### config.mk
export PLATFORM = sky130hd
export DESIGN_NAME = short_window_lz_byte_decoder_unit
export DESIGN_NICKNAME = d
export VERILOG_FILES = /design/src/hw/rtl/swlz_pkg.sv /design/src/hw/rtl/swlz_ctrl.sv /design/src/hw/rtl/swlz_dp.sv /design/src/hw/rtl/short_window_lz_byte_decoder_unit.sv
export SDC_FILE = /design/constraint.sdc
export NUM_CORES = 1
export LEC_CHECK = 0
export BUFFER_PORTS_ARGS = -buffer_cell sky130_fd_sc_hd__buf_4
export CORE_MARGIN = 8
export CORE_UTILIZATION = 50
export CTS_BUF_LIST = sky130_fd_sc_hd__clkbuf_16
export DETAILED_ROUTE_END_ITERATION = 10
export PLACE_DENSITY_LB_ADDON = 0.05
export SLEW_MARGIN = 40
export SYNTH_ARGS = -nofsm -noshare
export SYNTH_HDL_FRONTEND = slang
export SYNTH_HIERARCHICAL = 1
export SYNTH_SLANG_ARGS = --single-unit
### constraint.sdc
create_clock -name clk -period 8.8 [get_ports clk]
set_clock_uncertainty 0.1 [all_clocks]
set_input_delay 1.76 -clock clk [delete_from_list [all_inputs] [get_ports clk]]
set_output_delay 1.76 -clock clk [all_outputs]
set_load 0.05 [all_outputs]
### src/hw/rtl/swlz_pkg.sv
// Shared types and constants of the short-window LZ byte decoder.
package swlz_pkg;

  // History window and head region
  localparam int HIST_DEPTH = 128;
  localparam int HIST_AW    = $clog2(HIST_DEPTH);
  localparam int LEN_W      = 32;
  localparam logic [7:0] HEAD_OFFSET = 8'hF0;

  // Token layout: flag, then 7-bit distance-1 and 4-bit length-2, or an 8-bit literal
  localparam int TOKEN_W = 12;
  localparam logic [3:0] LIT_BITS  = 4'd9;
  localparam logic [3:0] COPY_BITS = 4'd12;
  localparam logic [4:0] LEN_BIAS  = 5'd2;
  localparam logic [3:0] LAST_BIT  = 4'd7;
  localparam logic [3:0] BYTE_BITS = 4'd8;

  // Decoding mode of the current file
  typedef enum logic [1:0] {
    MODE_IDLE,
    MODE_PASS,
    MODE_HEAD,
    MODE_BITS
  } mode_t;

  // Controller states
  typedef enum logic [2:0] {
    ST_IDLE,
    ST_START,
    ST_BIT,
    ST_CREAD,
    ST_CEMIT,
    ST_FLUSH
  } state_t;

  // Commands from controller to datapath
  typedef struct packed {
    logic load;
    logic emit_direct;
    logic bit_step;
    logic copy_read;
    logic copy_emit;
    logic flush;
  } cmd_t;

  // Status from datapath to controller
  typedef struct packed {
    mode_t mode;
    logic  hold_valid;
    logic  out_free;
    logic  bit_last;
    logic  bits_done;
    logic  step_lit;
    logic  step_copy;
    logic  emit_ends;
    logic  copy_last;
  } stat_t;

endpackage

### src/hw/rtl/swlz_ctrl.sv
// Controller state machine that sequences loads, bit steps, copies and flushes.
module swlz_ctrl import swlz_pkg::*; (
  input  logic  clk,
  input  logic  rst,
  input  logic  in_valid,
  output logic  in_ready,
  output cmd_t  cmd,
  input  stat_t stat
);

  state_t state;
  state_t state_next;

  // State register
  always_ff @(posedge clk) begin
    if (rst) begin
      state <= ST_IDLE;
    end else begin
      state <= state_next;
    end
  end

  // Next state
  always_comb begin
    state_next = state;
    unique case (state)
      ST_IDLE: begin
        if (in_valid) state_next = ST_START;
      end
      ST_START: begin
        unique case (stat.mode)
          MODE_IDLE: state_next = ST_IDLE;
          MODE_PASS,
          MODE_HEAD: begin
            if (stat.out_free) state_next = ST_FLUSH;
          end
          MODE_BITS: state_next = ST_BIT;
          default:   state_next = ST_IDLE;
        endcase
      end
      ST_BIT: begin
        if (stat.out_free) begin
          priority if (stat.step_copy) begin
            state_next = ST_CREAD;
          end else if ((stat.step_lit && stat.emit_ends) || stat.bit_last) begin
            state_next = ST_FLUSH;
          end else begin
            state_next = ST_BIT;
          end
        end
      end
      ST_CREAD: state_next = ST_CEMIT;
      ST_CEMIT: begin
        if (stat.out_free) begin
          priority if (stat.emit_ends) begin
            state_next = ST_FLUSH;
          end else if (stat.copy_last) begin
            state_next = stat.bits_done ? ST_FLUSH : ST_BIT;
          end else begin
            state_next = ST_CREAD;
          end
        end
      end
      ST_FLUSH: begin
        if (!stat.hold_valid || stat.out_free) state_next = ST_IDLE;
      end
      default: state_next = ST_IDLE;
    endcase
  end

  // Commands
  always_comb begin
    cmd      = '0;
    in_ready = 1'b0;
    unique case (state)
      ST_IDLE: begin
        in_ready = 1'b1;
        cmd.load = in_valid;
      end
      ST_START: begin
        cmd.emit_direct = stat.out_free &&
                          (stat.mode == MODE_PASS || stat.mode == MODE_HEAD);
      end
      ST_BIT:   cmd.bit_step  = stat.out_free;
      ST_CREAD: cmd.copy_read = 1'b1;
      ST_CEMIT: cmd.copy_emit = stat.out_free;
      ST_FLUSH: cmd.flush     = stat.hold_valid && stat.out_free;
      default:  cmd = '0;
    endcase
  end

endmodule

### src/hw/rtl/swlz_dp.sv
// Datapath: length register, token assembly, history memory and output staging.
module swlz_dp import swlz_pkg::*; (
  input  logic             clk,
  input  logic             rst,
  input  cmd_t             cmd,
  output stat_t            stat,
  input  logic [7:0]       in_byte,
  input  logic             in_first,
  input  logic             cfg_wr_en,
  input  logic [LEN_W-1:0] cfg_wr_data,
  output logic             out_valid,
  input  logic             out_ready,
  output logic [7:0]       out_byte,
  output logic             out_eor,
  output logic             out_last
);

  logic [LEN_W-1:0]   out_len;
  logic [LEN_W-1:0]   produced;
  mode_t              mode;
  logic [7:0]         byte_reg;
  logic [3:0]         bit_cnt;
  logic [TOKEN_W-1:0] store;
  logic [3:0]         store_cnt;
  logic [HIST_AW-1:0] copy_dist;
  logic [4:0]         copy_left;
  logic [7:0]         rdata;
  logic [7:0]         hold_byte;
  logic               hold_last;
  logic               hold_valid;
  logic [7:0]         history [HIST_DEPTH];

  logic [TOKEN_W-1:0] store_step;
  logic [3:0]         cnt_step;
  logic               step_lit;
  logic               step_copy;
  logic               emit;
  logic [7:0]         emit_val;
  logic [LEN_W:0]     prod_inc;
  logic               emit_ends;
  logic               emit_last;
  logic               out_free;
  mode_t              load_mode;
  logic [LEN_W-1:0]   load_prod;
  logic [HIST_AW-1:0] rd_addr;

  // Token assembly for one bit, taken LSB-first from the held byte
  always_comb begin
    store_step = {store[TOKEN_W-2:0], byte_reg[bit_cnt[2:0]]};
    cnt_step   = store_cnt + 4'd1;
    step_lit   = (cnt_step == LIT_BITS) && !store_step[8];
    step_copy  = (cnt_step == COPY_BITS);
  end

  // Emission select and end-of-file tests
  always_comb begin
    emit      = cmd.emit_direct || (cmd.bit_step && step_lit) || cmd.copy_emit;
    prod_inc  = {1'b0, produced} + {{LEN_W{1'b0}}, 1'b1};
    emit_ends = prod_inc >= {1'b0, out_len};
    emit_last = prod_inc == {1'b0, out_len};
    out_free  = !out_valid || out_ready;
    priority if (cmd.copy_emit) begin
      emit_val = rdata;
    end else if (cmd.bit_step) begin
      emit_val = store_step[7:0];
    end else if (mode == MODE_HEAD) begin
      emit_val = byte_reg + HEAD_OFFSET;
    end else begin
      emit_val = byte_reg;
    end
  end

  // Mode chosen on load: restart on a first byte, stop once the length is reached
  always_comb begin
    load_mode = mode;
    load_prod = produced;
    if (in_first) begin
      load_prod = '0;
      load_mode = (out_len < LEN_W'(HIST_DEPTH)) ? MODE_PASS : MODE_HEAD;
    end
    if (load_mode != MODE_IDLE && load_prod >= out_len) load_mode = MODE_IDLE;
  end

  assign rd_addr = produced[HIST_AW-1:0] - copy_dist - HIST_AW'(1);

  // Control state
  always_ff @(posedge clk) begin
    if (rst) begin
      out_len    <= '0;
      produced   <= '0;
      mode       <= MODE_IDLE;
      store      <= '0;
      store_cnt  <= '0;
      bit_cnt    <= '0;
      copy_left  <= '0;
      hold_valid <= 1'b0;
      out_valid  <= 1'b0;
    end else begin
      if (cfg_wr_en) out_len <= cfg_wr_data;
      // Load the output register from the held item, or drain it
      if ((emit && hold_valid) || cmd.flush) begin
        out_valid <= 1'b1;
      end else if (out_valid && out_ready) begin
        out_valid <= 1'b0;
      end
      if (cmd.load) begin
        bit_cnt <= '0;
        mode    <= load_mode;
        if (in_first) begin
          produced  <= '0;
          store     <= '0;
          store_cnt <= '0;
        end
      end
      if (cmd.bit_step) begin
        bit_cnt <= bit_cnt + 4'd1;
        if (step_lit || step_copy) begin
          store     <= '0;
          store_cnt <= '0;
        end else begin
          store     <= store_step;
          store_cnt <= cnt_step;
        end
        if (step_copy) copy_left <= {1'b0, store_step[3:0]} + LEN_BIAS;
      end
      if (cmd.copy_emit) copy_left <= copy_left - 5'd1;
      // Advance count and mode, mark the new item as held
      if (emit) begin
        produced   <= prod_inc[LEN_W-1:0];
        hold_valid <= 1'b1;
        if (emit_ends) begin
          mode <= MODE_IDLE;
        end else if (mode == MODE_HEAD && prod_inc >= (LEN_W+1)'(HIST_DEPTH)) begin
          mode <= MODE_BITS;
        end
      end
      if (cmd.flush) begin
        hold_valid <= 1'b0;
      end
    end
  end

  // Payload registers
  always_ff @(posedge clk) begin
    if (cmd.load) byte_reg <= in_byte;
    if (cmd.bit_step && step_copy) copy_dist <= store_step[10:4];
    if (emit) begin
      hold_byte <= emit_val;
      hold_last <= emit_last;
      if (hold_valid) begin
        out_byte <= hold_byte;
        out_last <= hold_last;
        out_eor  <= 1'b0;
      end
    end
    if (cmd.flush) begin
      out_byte <= hold_byte;
      out_last <= hold_last;
      out_eor  <= 1'b1;
    end
  end

  // History memory: write each decoded byte, registered read for copies
  always_ff @(posedge clk) begin
    if (emit) history[produced[HIST_AW-1:0]] <= emit_val;
    if (cmd.copy_read) rdata <= history[rd_addr];
  end

  // Status
  always_comb begin
    stat.mode       = mode;
    stat.hold_valid = hold_valid;
    stat.out_free   = out_free;
    stat.bit_last   = (bit_cnt == LAST_BIT);
    stat.bits_done  = (bit_cnt == BYTE_BITS);
    stat.step_lit   = step_lit;
    stat.step_copy  = step_copy;
    stat.emit_ends  = emit_ends;
    stat.copy_last  = (copy_left == 5'd1);
  end

endmodule

### src/hw/rtl/short_window_lz_byte_decoder_unit.sv
// Top level of the short-window LZ byte decoder.
//
// Input stream: one compressed payload byte per item, starting after the 8-byte
// file header; s_tuser marks the first payload byte of a new file. The decoded
// length is written on cfg_wr_en/cfg_wr_data before a file starts.
// Output stream: one decoded byte per item; m_tlast flags the last item caused
// by an input item, m_tuser flags the final byte of the file.
// Short files pass bytes through; longer files emit 128 offset head bytes, then
// decode flag/literal and flag/distance/length tokens from a 128-byte history.
// Timing: an item is taken, then worked on alone. A pass-through or head byte is
// accepted, emitted and flushed. A bit-stream byte is accepted, then passes a start
// state, one step per bit and a flush, plus a history read and then an emit per copied
// byte; a file that ends part way skips the other bits. A decoded byte waits in a
// holding register until the next one is made or the flush.
// Reset clears the control state and the length register; the history is not
// cleared, since the head fills it before any copy reads it.
// A stalled receiver holds the output register; emits, bit steps and flushes wait until it frees.
module short_window_lz_byte_decoder_unit import swlz_pkg::*; (
  input  logic        clk,
  input  logic        rst,
  input  logic        cfg_wr_en,
  input  logic [31:0] cfg_wr_data,  // output_length
  input  logic        s_tvalid,
  output logic        s_tready,
  input  logic [7:0]  s_tdata,      // [7:0] src_byte
  input  logic        s_tuser,      // [0] first_byte
  output logic        m_tvalid,
  input  logic        m_tready,
  output logic [7:0]  m_tdata,      // [7:0] out_byte
  output logic        m_tlast,      // end_of_run
  output logic        m_tuser       // [0] last_out
);

  cmd_t  cmd;
  stat_t stat;

  swlz_ctrl u_ctrl (
    .clk      (clk),
    .rst      (rst),
    .in_valid (s_tvalid),
    .in_ready (s_tready),
    .cmd      (cmd),
    .stat     (stat)
  );

  swlz_dp u_dp (
    .clk         (clk),
    .rst         (rst),
    .cmd         (cmd),
    .stat        (stat),
    .in_byte     (s_tdata),
    .in_first    (s_tuser),
    .cfg_wr_en   (cfg_wr_en),
    .cfg_wr_data (cfg_wr_data),
    .out_valid   (m_tvalid),
    .out_ready   (m_tready),
    .out_byte    (m_tdata),
    .out_eor     (m_tlast),
    .out_last    (m_tuser)
  );

endmodule

== Yosys cells after proc, flatten, opt, wreduce, memory -nomap -nowiden ==
Memories as Yosys holds them, arrays and structs flattened. A register that Yosys moved wholly into a read port is not among the register bits.
Index checks and enable logic that the tools add are counted.

* $add $sub $neg: 8
* Order comparisons: 5
* Equal/unequal tests: 19
* Multiplexer cells: 57
* Reductions and logical operators: 39

{| class="wikitable"
|+ Operator list
! kind !! number
|-
| 2-to-1 mux 32 bit || 3
|-
| 2-to-1 mux 8 bit || 6
|-
| 2-to-1 mux 10 bit || 4
|-
| adder 32 x 1 -> 33 bit (second input constant) || 1
|-
| equality test 33 x 32 -> 1 bit || 1
|-
| >= comparator 33 x 32 -> 1 bit || 1
|-
| >= comparator 33 x 8 -> 1 bit (second input constant) || 1
|-
| >= comparator 32 bit || 1
|-
| < comparator 32 x 8 -> 1 bit (second input constant) || 1
|-
| 2-to-1 mux 3 bit || 10
|-
| 2-to-1 mux 4 bit || 6
|-
| case mux 3 bit (6 select lines) || 1
|-
| nonzero test 2 bit || 9
|-
| 2-to-1 mux 1 bit || 15
|-
| 2-to-1 mux 5 bit || 3
|-
| 2-to-1 mux 2 bit || 7
|-
| equality test 4 bit (second input constant) || 3
|-
| logical AND 1 bit || 10
|-
| case mux 3 bit (3 select lines) || 1
|-
| adder 4 x 1 -> 4 bit (second input constant) || 2
|-
| adder 8 bit (second input constant) || 1
|-
| logical OR 1 bit || 8
|-
| AND reduction 2 bit || 4
|-
| subtractor 7 x 1 -> 7 bit (second input constant) || 1
|-
| other kinds (20) || 28
|}

* Register bits after elaboration: 128
* Memory bits (writable): 1024
* Bits of input ports: 46
* Output and inout bits: 12
* Logic and storage cells: 146
* Memories kept: 1

{| class="wikitable"
|+ Memories
! name !! depth !! bits a word !! rd ports !! clocked after memory_dff !! wr ports !! line !! text
|-
| u_dp.history || 128 || 8 || 1 || 1 || 1 || swlz_dp.sv:31 || <nowiki>logic [7:0] history [HIST_DEPTH];</nowiki>
|}

== Depth between registers and ports, before layout ==
Gate-level depths: netlist of run 1.

* Depth after elaboration: 10
* Mapped depth: 18
* Gate-level depth less buffers: 16

== By module ==
The synthesis of run 1 kept the hierarchy.

{| class="wikitable"
|+ By module, submodules not included
! module !! times used !! cells each !! area each (um^2) !! sequential area each (um^2)
|-
| swlz_dp || 1 || 2587 || 47695.7 || 33822.4
|-
| swlz_ctrl || 1 || 51 || 389.1 || 60.1
|}

== Least setup slack after synthesis of run 1 ==
No wires, ideal clock.

* Kind: input -> register
* Start: input port m_tready
* End: memory u_dp.history[0][0], data pin
* Library setup time: 1.205 ns
* Arrival time: 8.113 ns
* Data required time: 7.495 ns
* Path slack: -0.617 ns
* Stages: 9
* Path buffers: 4
* Cells stage by stage: nand2b_1 -> buf_4 -> clkbuf_2 -> inv_1 -> nor3_1 -> clkbuf_1 -> clkbuf_1 -> o21ai_0 -> o21ai_0

{| class="wikitable"
|+ RTL lines
! what !! line !! text
|-
| start, declared || short_window_lz_byte_decoder_unit.sv:28 || <nowiki>input logic m_tready,</nowiki>
|-
| end, declared || swlz_dp.sv:31 ||
|}

==> results of run 1 <==
layer usage:
layer	vias up	part of all wire
li1	10730	-
met1	12879	0.43
met2	877	0.48
met3	184	0.065
met4	0	0.025
met5	-	0
Yosys cell counts, types with 53 or more instances:
master,instances
nand2_1,86
dfxtp_1,95
inv_1,60
edfxtp_1,1065
mux2i_1,87
clkbuf_1,89
nand3_1,53
a21oi_1,77
mux4_2,322
ha_1,80
nor2_1,247
placed cells by master, fill, tap and decap left out, types with 74 or more instances in the layout:
| cell type | netlist | layout |
|---|---|---|
| a21oi_1 | 77 | 76 |
| ha_1 | 80 | 79 |
| nand2_1 | 86 | 82 |
| buf_4 | 7 | 74 |
| edfxtp_1 | 1065 | 1065 |
| clkbuf_16 | 0 | 120 |
| nor2_1 | 247 | 230 |
| mux2i_1 | 87 | 87 |
| inv_1 | 60 | 91 |
| dfxtp_1 | 95 | 95 |
| mux4_2 | 322 | 322 |
kinds of logic after synthesis:
group | after synthesis
flops | 1160
compound gates | 178
buf+inv | 205
fa+ha+maj | 81
simple gates | 550
mux | 418
xor+xnor | 46
cell type report:
type	instances	area, sq um	area share
Sequential cell	1160	33900	0.626
Multi-Input combinational cell	1273	13600	0.251
Clock buffer	120	3000	0.0555
Tap cell	1265	1580	0.0293
Timing Repair Buffer	96	926	0.0171
Clock inverter	101	896	0.0166
Inverter	61	229	0.00423
how the worst max path moves through the flow:
stage                     endpoint  cells after the start  slack (ns)             start
2_1_floorplan   u_dp/history[0][0]                      9        1.59          m_tready
3_3_place_gp   u_dp/history[69][4]                     12        2.78          m_tready
3_5_place_dp   u_dp/history[71][7]                     12        2.85          m_tready
4_1_cts            u_ctrl/state[1]                     16        3.38  u_dp/produced[5]
5_1_grt            u_ctrl/state[1]                     16        3.08  u_dp/produced[5]
6_report           u_ctrl/state[1]                     16        3.33  u_dp/produced[5]
worst max-delay path: cells and delay by family (launching register included):
| family | cells | cell delay [ns] |
|---|---|---|
| XOR/XNOR | 1 | 0.21 |
| adder cells (fa/ha/maj) | 1 | 0.29 |
| flip-flops | 1 | 0.72 |
| AO/OA/AOI/OAI | 7 | 1.80 |
| AND/OR/NAND/NOR | 7 | 2.25 |
report_power, final:
group	leakage, nW	internal (W)	total (W)	switching, W
logic	4.99	0.000236	0.000856	0.000620
registers	10.4	0.00631	0.00633	0.0000256
clock network	2.02	0.00291	0.00499	0.00208
total	17.4	0.00945	0.0122	0.00273
per-stage QoR:
stage / instance area (sq um) / hold WS, ns
finish: 54100 / 0.320
global route: 54100 / 0.326
CTS: 54000 / 0.320
detailed placement: 50100 / 0.305
global placement: 49900 / 0.306
floorplan: 48100 / 0.300
==> metrics.cfg, run 1 <==
[global_route]
antenna_found_initial = 0
grtUsageTotal = 0.215
use_met3 = 0.0354
grt_busiest_layer = met2
grt_pass1_vias = 25053
grt_first_pass_wirelength_um = 171000
grt_max_degree = 129
grt_use_met2 = 0.344
use_met1 = 0.309
grt_overflow_total = 0

[status]
run_status = complete, no violations

[synthesis]
syn_area_sq_um = 48100
synth_edf_count = 1065
yosysTopAreaCellShare = 0.665
muxShareOfSynthArea = 0.171
syn_nets = 2765
yosysWarnings = 6
ys_types = 68
synthFlopType = edfxtp_1
yosys.area_share.simple = 0.0543
synth_fa_ha_area_frac = 0.0212
synth-xor-area-share = 0.00853
ys_top_cells_by_area = edfxtp_1, mux4_2, dfxtp_1
synth_area_per_cell_sq_um = 18.2
yosys.area.top_type = edfxtp_1
synth-compound-area-share = 0.0223
async_reset_ff_frac = 0
postSynthCellCount = 2638
ys_seq_elements = 1160
ys_seq_area_frac = 0.705
synth_top_family_by_area = multiplexers

[cells_and_area]
synthToLayoutAreaGrowth_pct = 12.5
nets = 2838
final_util = 0.569
largest_reg_flops = 1024
drive_above_1_share = 0.230
final_cells = 4076
fill_cells = 7137
diodes = 0

[floorplanning]
core_area_sq_um = 95200
die_x_um = 326
io_pins = 58
start_util = 0.505
die_y_um = 326
die-area_sq_um = 106000
row_count = 113

[sta]
min_period_ns = 5.47
clock.fmax_ghz = 0.183
rsz0062_at_grt = false
finalSetupViolCount = 0
worst_pin_slew_ns = 0.899
timing.final.crit_share = 0.621
setup_slack_ns = 3.33
final-max-slew-violation-count = 0
setup_tns_ns = 0
slew_headroom = 0.398
final-hold-violation-count = 0

[placed_design]
hpwl_um = 70400
dp_slack_ns = 2.85
routabilityCongestion = 0.813
numPortBuffers = 57
post-place-cells = 3855

[worst_setup_path]
critPathArrivalTime_ns = 5.96
worstPathCellList = nand4_4 -> nor4_4 -> nand4_4 -> nor2_1 -> xor2_1 -> ha_1 -> a21oi_1 -> nand2_1 -> a211oi_1 -> a21oi_1 -> o31a_1 -> or4_1 -> a21oi_1 -> nor2_1 -> o32a_2 -> a311oi_1
criticalPathCategory = reg -> reg
cp-start-kind = flip-flop
worst-path-max-fanout = 18
cpPeakStageDelay_ns = 0.73
required_ns = 9.29
reg2reg_depth = 16
reg2reg_slack_ns = 3.33
r2r_end = u_ctrl/state[1]
path_common_cell = a21oi_1
cp_slowest_cell = nor4_4
endpoint_kind = flip-flop
r2r-start = u_dp/produced[5]

[power_and_ir_drop]
vdd.ir_drop.worst_mv = 0.181
p_total_w = 0.0122
power.density_nw_per_um2 = 225
power.leakage_nw = 17.4

[detailed_routing]
drt_iter0_markers = 2610
routedWlPerCell_um = 28.3
vias = 24670
wl_um = 115000
vias_per_cell = 6.05
ant_nets = 0
dr.pass1.iters = 7
detail_route.drc_violations = 0

[clocking]
cts-buffers-inserted = 119
cts.clk_slew.worst_paths_ns = 0.06
post_cts_resized = 0
cts_hold_buf = 0
cts_sinks = 1160
cts-root-buf = clkbuf_16
htree_levels = 3
cts_setup_buffers = 0
clk_path_buf_depth = 3
cts_tree = built
clock_latency_ns = 0.71

[hold_path]
hold_depth = 0
min_to = u_dp/out_byte[6]
min_path_type = reg -> reg
hp-start = u_dp/hold_byte[6]

[flow_run]
cap_violations = 0

No activity file was read; power rests on OpenSTA's default activity.
==> inputs of run 2 (changes only) <==
clock period = 5.7 ns   (was 8.8 ns; I/O delays follow)
==> run 2 against run 1 <==
Compared with the run above: clock power rose by 45%; register-to-register slack got worse by 2.9 ns; sequential power up 54%; setup slack got worse by 2.9 ns; core utilization about the same; critical path depth unchanged; hold slack improved by 0.0018 ns; global-route usage shrank 0.29 points; largest power group unchanged.
==> metrics.cfg, run 2 (synthesized netlist as in run 1, its figures left out) <==
[detailed_routing]
dr.pass1.iters = 5  ; was 7
ant_nets = 0  ; unchanged
drt_iter0_markers = 2067  ; was 2,610
routedWlPerCell_um = 27.6  ; was 28.3 um
vias_per_cell = 6.02  ; was 6.05
vias = 24621  ; was 24,670
detail_route.drc_violations = 0  ; unchanged
wl_um = 113000  ; was 115,000 um

[floorplanning]
io_pins = 58  ; unchanged
row_count = 113  ; unchanged
start_util = 0.505  ; unchanged
die_y_um = 326  ; unchanged
die-area_sq_um = 106000  ; unchanged
die_x_um = 326  ; unchanged
core_area_sq_um = 95200  ; unchanged

[power_and_ir_drop]
power.leakage_nw = 17.4  ; about the same
power.density_nw_per_um2 = 338  ; was 225 nW/um^2
p_total_w = 0.0183  ; was 0.0122 W
vdd.ir_drop.worst_mv = 0.245  ; was 0.181 mV

[cells_and_area]
nets = 2858  ; was 2,838
layout_common_cells = edfxtp_1, mux4_2, nor2_1  ; unchanged
synthToLayoutAreaGrowth_pct = 12.5  ; about the same
final_cells = 4089  ; was 4,076
final_common_cell = edfxtp_1  ; unchanged
largest_reg_flops = 1024  ; unchanged
drive_above_1_share = 0.244  ; was 0.230
diodes = 0  ; unchanged

[worst_setup_path]
reg2reg_depth = 16  ; unchanged
required_ns = 6.19  ; was 9.29 ns
worstSetupStartpoint = u_dp/produced[3]  ; was u_dp/produced[5]
r2r-start = u_dp/produced[3]  ; was u_dp/produced[5]
critPathArrivalTime_ns = 5.80  ; was 5.96 ns
worstSetupEndpoint = u_ctrl/state[1]  ; unchanged
worst-path-max-fanout = 18  ; unchanged
cp-start-kind = flip-flop  ; unchanged
reg2reg_slack_ns = 0.39  ; was 3.33 ns
r2r_end = u_ctrl/state[1]  ; unchanged
criticalPathCategory = reg -> reg  ; unchanged
endpoint_kind = flip-flop  ; unchanged

[sta]
setup_tns_ns = 0  ; unchanged
min_period_ns = 5.31  ; was 5.47 ns
setup_slack_ns = 0.391  ; was 3.33 ns
finalSetupViolCount = 0  ; unchanged
timing.final.crit_share = 0.931  ; was 0.621
clock.fmax_ghz = 0.188  ; was 0.183 GHz
final-max-slew-violation-count = 0  ; unchanged
holdWs_ns = 0.322  ; was 0.320 ns
slew_headroom = 0.425  ; was 0.398
final-hold-violation-count = 0  ; unchanged
rsz0062_at_grt = false  ; unchanged
worst_pin_slew_ns = 0.860  ; was 0.899 ns

[clocking]
cts_tree = built  ; unchanged
cts_sinks = 1160  ; unchanged
cts-root-buf = clkbuf_16  ; unchanged
cts_setup_buffers = 0  ; unchanged
clock_latency_ns = 0.70  ; was 0.71 ns
clk_path_buf_depth = 3  ; unchanged
post_cts_resized = 0  ; unchanged
cts-buffers-inserted = 118  ; was 119
cts.clk_slew.worst_paths_ns = 0.06  ; about the same
cts_hold_buf = 0  ; unchanged
htree_levels = 3  ; unchanged

[global_route]
grt_max_degree = 129  ; unchanged
antenna_found_initial = 0  ; unchanged
grt_pass1_vias = 25154  ; was 25,053
grt_first_pass_wirelength_um = 169000  ; was 171,000 um
grt_overflow_total = 0  ; unchanged
grtUsageTotal = 0.212  ; was 0.215

[hold_path]
min_path_type = reg -> reg  ; unchanged
hp-start = u_dp/hold_byte[0]  ; was u_dp/hold_byte[6]
hold_depth = 0  ; unchanged

[status]
run_status = complete, no violations  ; unchanged

[placed_design]
dp_slack_ns = 0.516  ; was 2.85 ns
routabilityCongestion = 0.841  ; was 0.813
numPortBuffers = 57  ; unchanged
hpwl_um = 70900  ; was 70,400 um
post-place-cells = 3875  ; was 3,855

[flow_run]
cap_violations = 0  ; unchanged

## run 2: worst min path at each step
stage	end	slack, ns
global placement	u_dp/out_last	0.30
global route	u_dp/out_byte[0]	0.32
detailed placement	u_dp/out_last	0.31
CTS	u_dp/out_byte[0]	0.32
finish	u_dp/out_byte[0]	0.32
floorplan	u_dp/out_byte[0]	0.30
## run 2: layout make-up
cell class / instances / area (sq um)
well taps: 1265 / 1580
clock inverters: 90 / 547
inverters: 61 / 229
fillers: 7206 / 41000
clock buffers: 123 / 3080
flip-flops and latches: 1160 / 33900
multi-input cells: 1273 / 13600
repair buffers: 117 / 1180
## run 2: report_power, final
group          switching, W  leakage [nW]  internal (W)  total [W]
clock               0.00316          1.90       0.00409    0.00725
sequential        0.0000388          10.4       0.00973    0.00977
combinational      0.000921          5.10      0.000370    0.00129
total               0.00412          17.4        0.0142     0.0183
## run 2: routing by layer
| layer | GRT usage | up-vias | wire length [um] |
|---|---|---|---|
| li1 | - | 10761 | - |
| met1 | 0.305 | 13020 | 49600 |
| met2 | 0.337 | 674 | 54600 |
| met3 | 0.0346 | 166 | 6280 |
| met4 | 0.0589 | 0 | 2520 |
| met5 | 0 | - | 0 |
## run 2: critical path, stage by stage, from the launching register on
cell	delay [ns]
dfxtp_1	0.58
nand4_4	0.40
nor4_4	0.70
nand4_4	0.22
nor2_1	0.17
xor2_1	0.22
ha_1	0.30
a21oi_1	0.19
nand2_1	0.08
a211oi_1	0.29
a21oi_1	0.13
o31a_1	0.30
or4_1	0.51
a21oi_1	0.29
nor2_1	0.07
o32a_2	0.32
a311oi_1	0.31
## run 2: through the flow
step            util  instance area [sq um]
3_5_place_dp   0.529                  50400
2_1_floorplan      -                  48100
6_report       0.569                  54100
5_1_grt        0.569                  54100
4_1_cts        0.568                  54000
3_3_place_gp   0.529                  50300
